## config.mk

```make
export PLATFORM = sky130hd
export DESIGN_NAME = sorted_priority_queue
export DESIGN_NICKNAME = d
export VERILOG_FILES = /design/src/rtl/spq_pkg.sv /design/src/rtl/spq_cell.sv /design/src/rtl/sorted_priority_queue.sv
export SDC_FILE = /design/constraint.sdc
export NUM_CORES = 2
export LEC_CHECK = 0
export BUFFER_PORTS_ARGS = -buffer_cell sky130_fd_sc_hd__buf_2
export CAP_MARGIN = 20
export CORE_MARGIN = 10
export CORE_UTILIZATION = 65
export DETAILED_ROUTE_END_ITERATION = 10
export MAX_ROUTING_LAYER = met4
export PLACE_DENSITY_LB_ADDON = 0.08
export SLEW_MARGIN = 20
export SYNTH_ARGS = -nofsm -noshare
export SYNTH_HDL_FRONTEND = slang
export SYNTH_HIERARCHICAL = 1
export SYNTH_SLANG_ARGS = --single-unit
```

## constraint.sdc

```tcl
create_clock -name clk -period 9.8 [get_ports clk]
set_clock_uncertainty 0.1 [all_clocks]
set_input_delay 1.47 -clock clk [delete_from_list [all_inputs] [get_ports clk]]
set_output_delay 1.47 -clock clk [all_outputs]
set_load 0.01 [all_outputs]
```

## src/rtl/spq_pkg.sv

```systemverilog
// ============================================================================
// spq_pkg - shared types and constants for the sorted priority queue
// Entry layout, item kinds, result status codes and default capacity.
// ============================================================================
`default_nettype none

package spq_pkg;

    localparam int DATA_W       = 32;
    localparam int OCC_W        = 4;
    localparam int CAPACITY_DEF = 8;

    // Item kind carried on the input tuser
    localparam logic KIND_INSERT = 1'b0;
    localparam logic KIND_REMOVE = 1'b1;

    // Result status carried on the output tuser
    typedef enum logic [1:0] {
        ST_INSERTED = 2'd0,
        ST_FULL     = 2'd1,
        ST_REMOVED  = 2'd2,
        ST_EMPTY    = 2'd3
    } status_t;

    // One stored entry
    typedef struct packed {
        logic signed [DATA_W-1:0] prio;
        logic signed [DATA_W-1:0] value;
    } entry_t;

    // Shift command broadcast to every cell
    typedef struct packed {
        logic   insert;
        logic   remove;
        entry_t item;
    } cell_cmd_t;

endpackage : spq_pkg

`default_nettype wire

```

## src/rtl/spq_cell.sv

```systemverilog
// ============================================================================
// spq_cell - one slot of the sorted entry chain
// Holds one entry; on insert it keeps, takes the new entry or takes its
// upstream neighbor's entry; on remove it takes its downstream neighbor's.
// ============================================================================
`default_nettype none

module spq_cell (
    input  wire logic               clk,
    input  wire spq_pkg::cell_cmd_t cmd,
    input  wire logic               occupied,    // slot index below entry count
    input  wire logic               prev_ge,     // upstream slot stays ahead
    input  wire spq_pkg::entry_t    prev_entry,
    input  wire spq_pkg::entry_t    next_entry,
    output logic                    ge,          // this slot stays ahead
    output spq_pkg::entry_t         entry
);
    import spq_pkg::*;

    entry_t entry_reg;
    entry_t entry_next;

    // Held entry ranks at or above the new one
    assign ge = occupied && ($signed(entry_reg.prio) >= $signed(cmd.item.prio));

    // Next content of the slot
    always_comb
    begin
        entry_next = entry_reg;
        if (cmd.insert)
        begin
            if (!ge)
            begin
                entry_next = prev_ge ? cmd.item : prev_entry;
            end
        end
        else if (cmd.remove)
        begin
            entry_next = next_entry;
        end
    end

    // Payload only, no reset
    always_ff @(posedge clk)
    begin
        entry_reg <= entry_next;
    end

    assign entry = entry_reg;

endmodule : spq_cell

`default_nettype wire

```

## src/rtl/sorted_priority_queue.sv

```systemverilog
// ============================================================================
// sorted_priority_queue - bounded priority queue in a chain of sorted cells
// Insert places an entry behind all of equal or higher priority; remove
// returns the front entry. One result per item with the entry count.
// ============================================================================
//
//  channel | dir | tdata (low bit up)                      | tuser
//  --------+-----+-----------------------------------------+--------------
//  s_*     | in  | item_value[31:0], item_priority[63:32]  | kind
//  m_*     | out | out_value, out_priority, occupancy, pad | status[1:0]
//
// Items follow back to back while s_tready is high; all cells compare and
// shift in the same cycle, so cell compare plus shift mux sets the clock path.
// A result sits in an output register in the cycle after its item is accepted.
// s_tready stays high while the output register is empty or being taken.
// Reset clears the entry count and the output valid; no clearing pass.
// ============================================================================
`default_nettype none

module sorted_priority_queue #(
    parameter int CAPACITY = spq_pkg::CAPACITY_DEF
) (
    input  wire logic        clk,
    input  wire logic        rst_n,
    input  wire logic        s_tvalid,
    output logic             s_tready,
    input  wire logic [63:0] s_tdata,   // item_value[31:0], item_priority[63:32]
    input  wire logic        s_tuser,   // kind
    output logic             m_tvalid,
    input  wire logic        m_tready,
    output logic [71:0]      m_tdata,   // out_value[31:0], out_priority[63:32],
                                        // occupancy[67:64], zero[71:68]
    output logic [1:0]       m_tuser    // status
);
    import spq_pkg::*;

    localparam int CW = $clog2(CAPACITY + 1);

    logic           accept;
    logic           is_remove;
    logic           full;
    logic           empty;
    logic           do_ins;
    logic           do_rem;
    cell_cmd_t      cmd;
    logic [CW-1:0]  count_reg;
    logic [CW-1:0]  count_next;
    status_t        status;

    entry_t         cell_q  [CAPACITY];
    logic           cell_ge [CAPACITY];
    logic           cell_occ[CAPACITY];

    logic           out_valid_reg;
    status_t        out_status_reg;
    entry_t         out_entry_reg;
    logic [OCC_W-1:0] out_occ_reg;

    // Input handshake and item decode
    assign s_tready  = !out_valid_reg || m_tready;
    assign accept    = s_tvalid && s_tready;
    assign is_remove = (s_tuser == KIND_REMOVE);
    assign full      = (count_reg == CW'(CAPACITY));
    assign empty     = (count_reg == '0);
    assign do_ins    = accept && !is_remove && !full;
    assign do_rem    = accept && is_remove && !empty;

    assign cmd.insert     = do_ins;
    assign cmd.remove     = do_rem;
    assign cmd.item.value = s_tdata[31:0];
    assign cmd.item.prio  = s_tdata[63:32];

    // Cell chain
    for (genvar i = 0; i < CAPACITY; i++)
    begin : g_cell
        entry_t prev_e;
        entry_t next_e;
        logic   prev_g;

        assign cell_occ[i] = (count_reg > CW'(i));

        if (i == 0)
        begin : g_head
            assign prev_e = cmd.item;
            assign prev_g = 1'b1;
        end
        else
        begin : g_body
            assign prev_e = cell_q[i-1];
            assign prev_g = cell_ge[i-1];
        end

        if (i == CAPACITY - 1)
        begin : g_tail
            assign next_e = cmd.item;
        end
        else
        begin : g_inner
            assign next_e = cell_q[i+1];
        end

        spq_cell u_cell (
            .clk        (clk),
            .cmd        (cmd),
            .occupied   (cell_occ[i]),
            .prev_ge    (prev_g),
            .prev_entry (prev_e),
            .next_entry (next_e),
            .ge         (cell_ge[i]),
            .entry      (cell_q[i])
        );
    end

    // Entry count and result status
    always_comb
    begin
        count_next = count_reg;
        if (do_ins)
        begin
            count_next = count_reg + CW'(1);
        end
        else if (do_rem)
        begin
            count_next = count_reg - CW'(1);
        end

        if (is_remove)
        begin
            status = empty ? ST_EMPTY : ST_REMOVED;
        end
        else
        begin
            status = full ? ST_FULL : ST_INSERTED;
        end
    end

    always_ff @(posedge clk or negedge rst_n)
    begin
        if (!rst_n)
        begin
            count_reg     <= '0;
            out_valid_reg <= 1'b0;
        end
        else
        begin
            count_reg <= count_next;
            if (s_tready)
            begin
                out_valid_reg <= s_tvalid;
            end
        end
    end

    // Result register
    always_ff @(posedge clk)
    begin
        if (accept)
        begin
            out_status_reg <= status;
            out_entry_reg  <= do_rem ? cell_q[0] : '0;
            out_occ_reg    <= OCC_W'(count_next);
        end
    end

    assign m_tvalid = out_valid_reg;
    assign m_tuser  = out_status_reg;
    assign m_tdata  = {4'b0000, out_occ_reg, out_entry_reg.prio, out_entry_reg.value};

    // Checks
    a_count_bound: assert property (@(posedge clk) disable iff (!rst_n)
        count_reg <= CW'(CAPACITY))
        else $error("entry count above capacity");

    a_empty_status: assert property (@(posedge clk) disable iff (!rst_n)
        (accept && is_remove && empty) |=> (m_tuser == ST_EMPTY))
        else $error("remove on empty queue not flagged");

    a_insert_count: assert property (@(posedge clk) disable iff (!rst_n)
        do_ins |=> (count_reg == $past(count_reg) + CW'(1)))
        else $error("insert did not grow count");

    a_zero_payload: assert property (@(posedge clk) disable iff (!rst_n)
        (m_tvalid && m_tuser != ST_REMOVED) |-> (m_tdata[63:0] == 64'd0))
        else $error("payload not zero on non-remove result");

endmodule : sorted_priority_queue

`default_nettype wire
```

; ---- Yosys cells after proc, flatten, opt, wreduce, memory -nomap -nowiden
; Index checks and enable logic that the tools add are counted.
[totals]
ram_bits = 0
inputBits = 69
word_cells = 113
output_inout_bits = 76
n_memories = 0
regBits = 587
latchBits = 0
romBits = 0
[classes]
eq_ne = 9
muxes = 36
reduce_logical = 28
order_cmp = 16
n_mul = 0
shift = 0
addsub = 2
n_bitwise = 0
div_mod_pow = 0
[ops]
columns = operator, count
row1 = 2-to-1 mux 64 bit, 31
row2 = >= comparator 32 bit, 8
row3 = > comparator 4 x 3 -> 1 bit (second input constant), 4
row4 = inequality test 2 bit (second input constant), 8
row5 = AND reduction 2 bit, 8
row6 = logical AND 1 bit, 13
row7 = > comparator 4 x 1 -> 1 bit (second input constant), 2
row8 = > comparator 4 x 2 -> 1 bit (second input constant), 2
row9 = 2-to-1 mux 4 bit, 2
row10 = adder 4 x 1 -> 4 bit (second input constant), 1
row11 = equality test 4 bit (second input constant), 1
row12 = logical NOT 1 bit, 4
row13 = logical NOT 4 bit, 1
row14 = subtractor 4 x 1 -> 4 bit (second input constant), 1
row15 = 2-to-1 mux 1 bit, 2
row16 = 2-to-1 mux 2 bit, 1
row17 = nonzero test 2 bit, 1
row18 = logical OR 1 bit, 1

; ---- Longest topological paths before layout
[depth]
word_depth = 7
mapped_depth = 12
mapped_depth_nobuf = 10

; ---- By module
; The synthesis kept the hierarchy.
[modules_own_cells]
columns = module, seq_area_each_um2, area_per_inst_um2, cells_each, instances
row1 = spq_cell at g_cell[0].u_cell ..., 1921.8, 4080.2, 394, 6
row2 = spq_cell at g_cell[1].u_cell ..., 1921.8, 4075.2, 395, 2
row3 = sorted_priority_queue, 2227.1, 3134.3, 211, 1

; ---- Worst setup path after synthesis
; Ideal clock, no wire load.
[synth_timing]
kind = input to register
start = in m_tready
end = reg g_cell[0].u_cell.entry_reg, in the netlist g_cell[0].u_cell/entry[0], enable pin
arrival_time_ps = 5810
path_slack_ps = 3458
required_time_ps = 9268
setup_time_ps = 432
path_stages = 6
n_path_buf = 2
path_cell_list = nand2b_4 -> nand2_2 -> a311oi_1 -> clkbuf_1 -> clkbuf_1 -> o32a_1
[synth_via]
elab_chain_cells = 6
elab_cells_between_ends = 9
classes_between = 1 x eq/ne / 8 x reduce/logical
[synth_lines]
columns = element, line
row1 = "start, declared", sorted_priority_queue.sv:30  ; input wire logic m_tready,
row2 = logical OR 1 bit *, sorted_priority_queue.sv:60  ; assign s_tready = !out_valid_reg || m_tready;
row3 = logical AND 1 bit *, sorted_priority_queue.sv:61  ; assign accept = s_tvalid && s_tready;
row4 = logical AND 1 bit * (2 in series), sorted_priority_queue.sv:65  ; assign do_ins = accept && !is_remove && !full;
row5 = named net do_ins, sorted_priority_queue.sv:43  ; logic do_ins;
row6 = inequality test 2 bit (no line) / nonzero test 2 bit (equally long branches), -
row7 = AND reduction 2 bit (no line) *, -
row8 = "end signal, assigned", spq_cell.sv:46  ; entry_reg <= entry_next;
row9 = "end, declared", spq_cell.sv:20  ; entry_t entry_reg;
; Mark *: on every way through the listed nets, which the timed path passes. The rest lies on a longest branch.
; A chain may end at the register's enable or synchronous reset.

==> out/metrics.csv <==
metric;value;unit
drt_pass1_iterations;6;
powerDensity;224;nW/um^2
crit_arrival;5.40;ns
tns;0;ns
grt_max_degree;320;
timing.final.crit_share;53.0;%
hold_viol;0;
post-route-util;72.1;%
rsz0062_at_grt;no;
core_area;54100;um^2
setup_viol;0;
final_area;39000;um^2
syn_area;35800;um^2
finalPower;8.73;mW
hpwl;60.6;mm
clk_pin_slew;0.06;ns
clock-sinks;587;
grt_usage;29.7;%
synthCells;3364;
drc;0;
maxCapViolations;0;
antenna_found_initial;3;
drtIter0Drc;2637;
routed_wirelength;94.6;mm
grt_overflow;0;
start_kind;input port;
cts_setup_buffers;0;
fmax;0.193;GHz
status;complete, no violations;
p_leak;17.0;nW
post_dp_cell_area;36900;um^2
die_x;255;um
grt_pass1_vias;26100;
syn_to_final_growth;9.16;%
synth_area_per_cell;10.6;um^2
yosys_warnings;6;
slew_headroom;23.9;%
via_per_inst;6.36;
ant_nets;0;
maxSlewViolCount;0;
clock_path_buffers;3;
period_needed;5.19;ns
via_count;26500;
top_level_ports;145;
nets;3752;
min_path_type;flop to flop;
grt_pass1_wl;146;mm
critPathKind;input port to flop;
routabilityCongestion;0.923;
die_area;64800;um^2
irDropWorstVdd;0.172;mV
postCtsResizedCells;0;
tightest_slew;1.14;ns
fp.dieH;255;um
largest_reg_flops;512;
ctsHoldBuffers;0;
wl_per_cell;22.7;um
crit_fanout;46;
crit_path_end_kind;flop;
rows;85;
root_buffer;clkbuf_16;
port_buffers;140;
cts_tree;done;
initial_core_util;66.1;%
final_layout_size_suffix_gt1_share;9.73;%
clock_latency;0.62;ns
required;10.01;ns
htreeDepth;3;
cts_buffers;67;
[cell type report]
class / count / area, um^2
flip-flops and latches: 587 / 17600
multi-input cells: 2332 / 16400
fillers: 3922 / 15100
clock buffers: 90 / 1840
repair buffers: 171 / 995
inverters: 264 / 992
well taps: 696 / 871
clock inverters: 31 / 289
diodes: 3 / 7.51
[placed cells by master (no fill, tap or decap), types with 26 or more instances in the layout]
cell,n
buf_2,140
and2_1,65
clkbuf_16,70
inv_1,263
mux2i_1,516
nor2_1,534
nand4_1,30
edfxtp_1,582
nand2_1,69
a21oi_1,612
buf_4,26
ha_1,260
[worst paths after layout]
path | startpoint | endpoint | slack (ns) | cells past startpoint
max in group asynchronous | rst_n | m_tvalid | 8.83 | 1
worst min register to register | g_cell[0].u_cell/entry[13] | m_tdata[13] | 0.46 | 1
min in group asynchronous | rst_n | count_reg[3] | 0.59 | 1
worst max register to register | count_reg[1] | g_cell[7].u_cell/entry[58] | 5.15 | 7
worst max-delay path | s_tdata[59] | g_cell[7].u_cell/entry[50] | 4.61 | 13
worst min-delay path | g_cell[0].u_cell/entry[13] | m_tdata[13] | 0.46 | 1
[critical path: stages]
cell     delay (ns)
buf_2          0.30
inv_1          0.08
ha_1           0.32
nand4_1        0.22
nor4b_2        0.54
nand2_1        0.13
o31ai_2        0.21
nor3b_2        0.10
nor3b_2        0.21
buf_4          0.41
buf_4          0.90
mux2i_1        0.30
a21oi_1        0.10
[where the power goes]
part / internal [mW] / leakage, nW / switching, mW / total (mW)
clock network: 1.43 / 1.03 / 1.03 / 2.46
logic: 1.07 / 10.4 / 1.70 / 2.77
registers: 3.25 / 5.53 / 0.239 / 3.49
total: 5.75 / 17.0 / 2.97 / 8.73
[metal layers]
layer / routed length [um] / global-route usage (%) / up-vias
met4: 3570 / 12.2 / 0
met1: 38900 / 38.1 / 13000
met3: 7600 / 4.67 / 203
met2: 44600 / 46.7 / 1054
li1: - / - / 12300
met5: 0 / - / -
[metrics by stage]
stage,hold slack (ns),cells,setup slack [ns]
after floorplan,0.424,3367,3.46
after global placement,0.433,4049,4.24
after detailed placement,0.439,4049,4.05
after CTS,0.453,4170,4.71
after global routing,0.483,4174,4.47
final,0.456,4174,4.61
(Power assumes the default switching activity.)
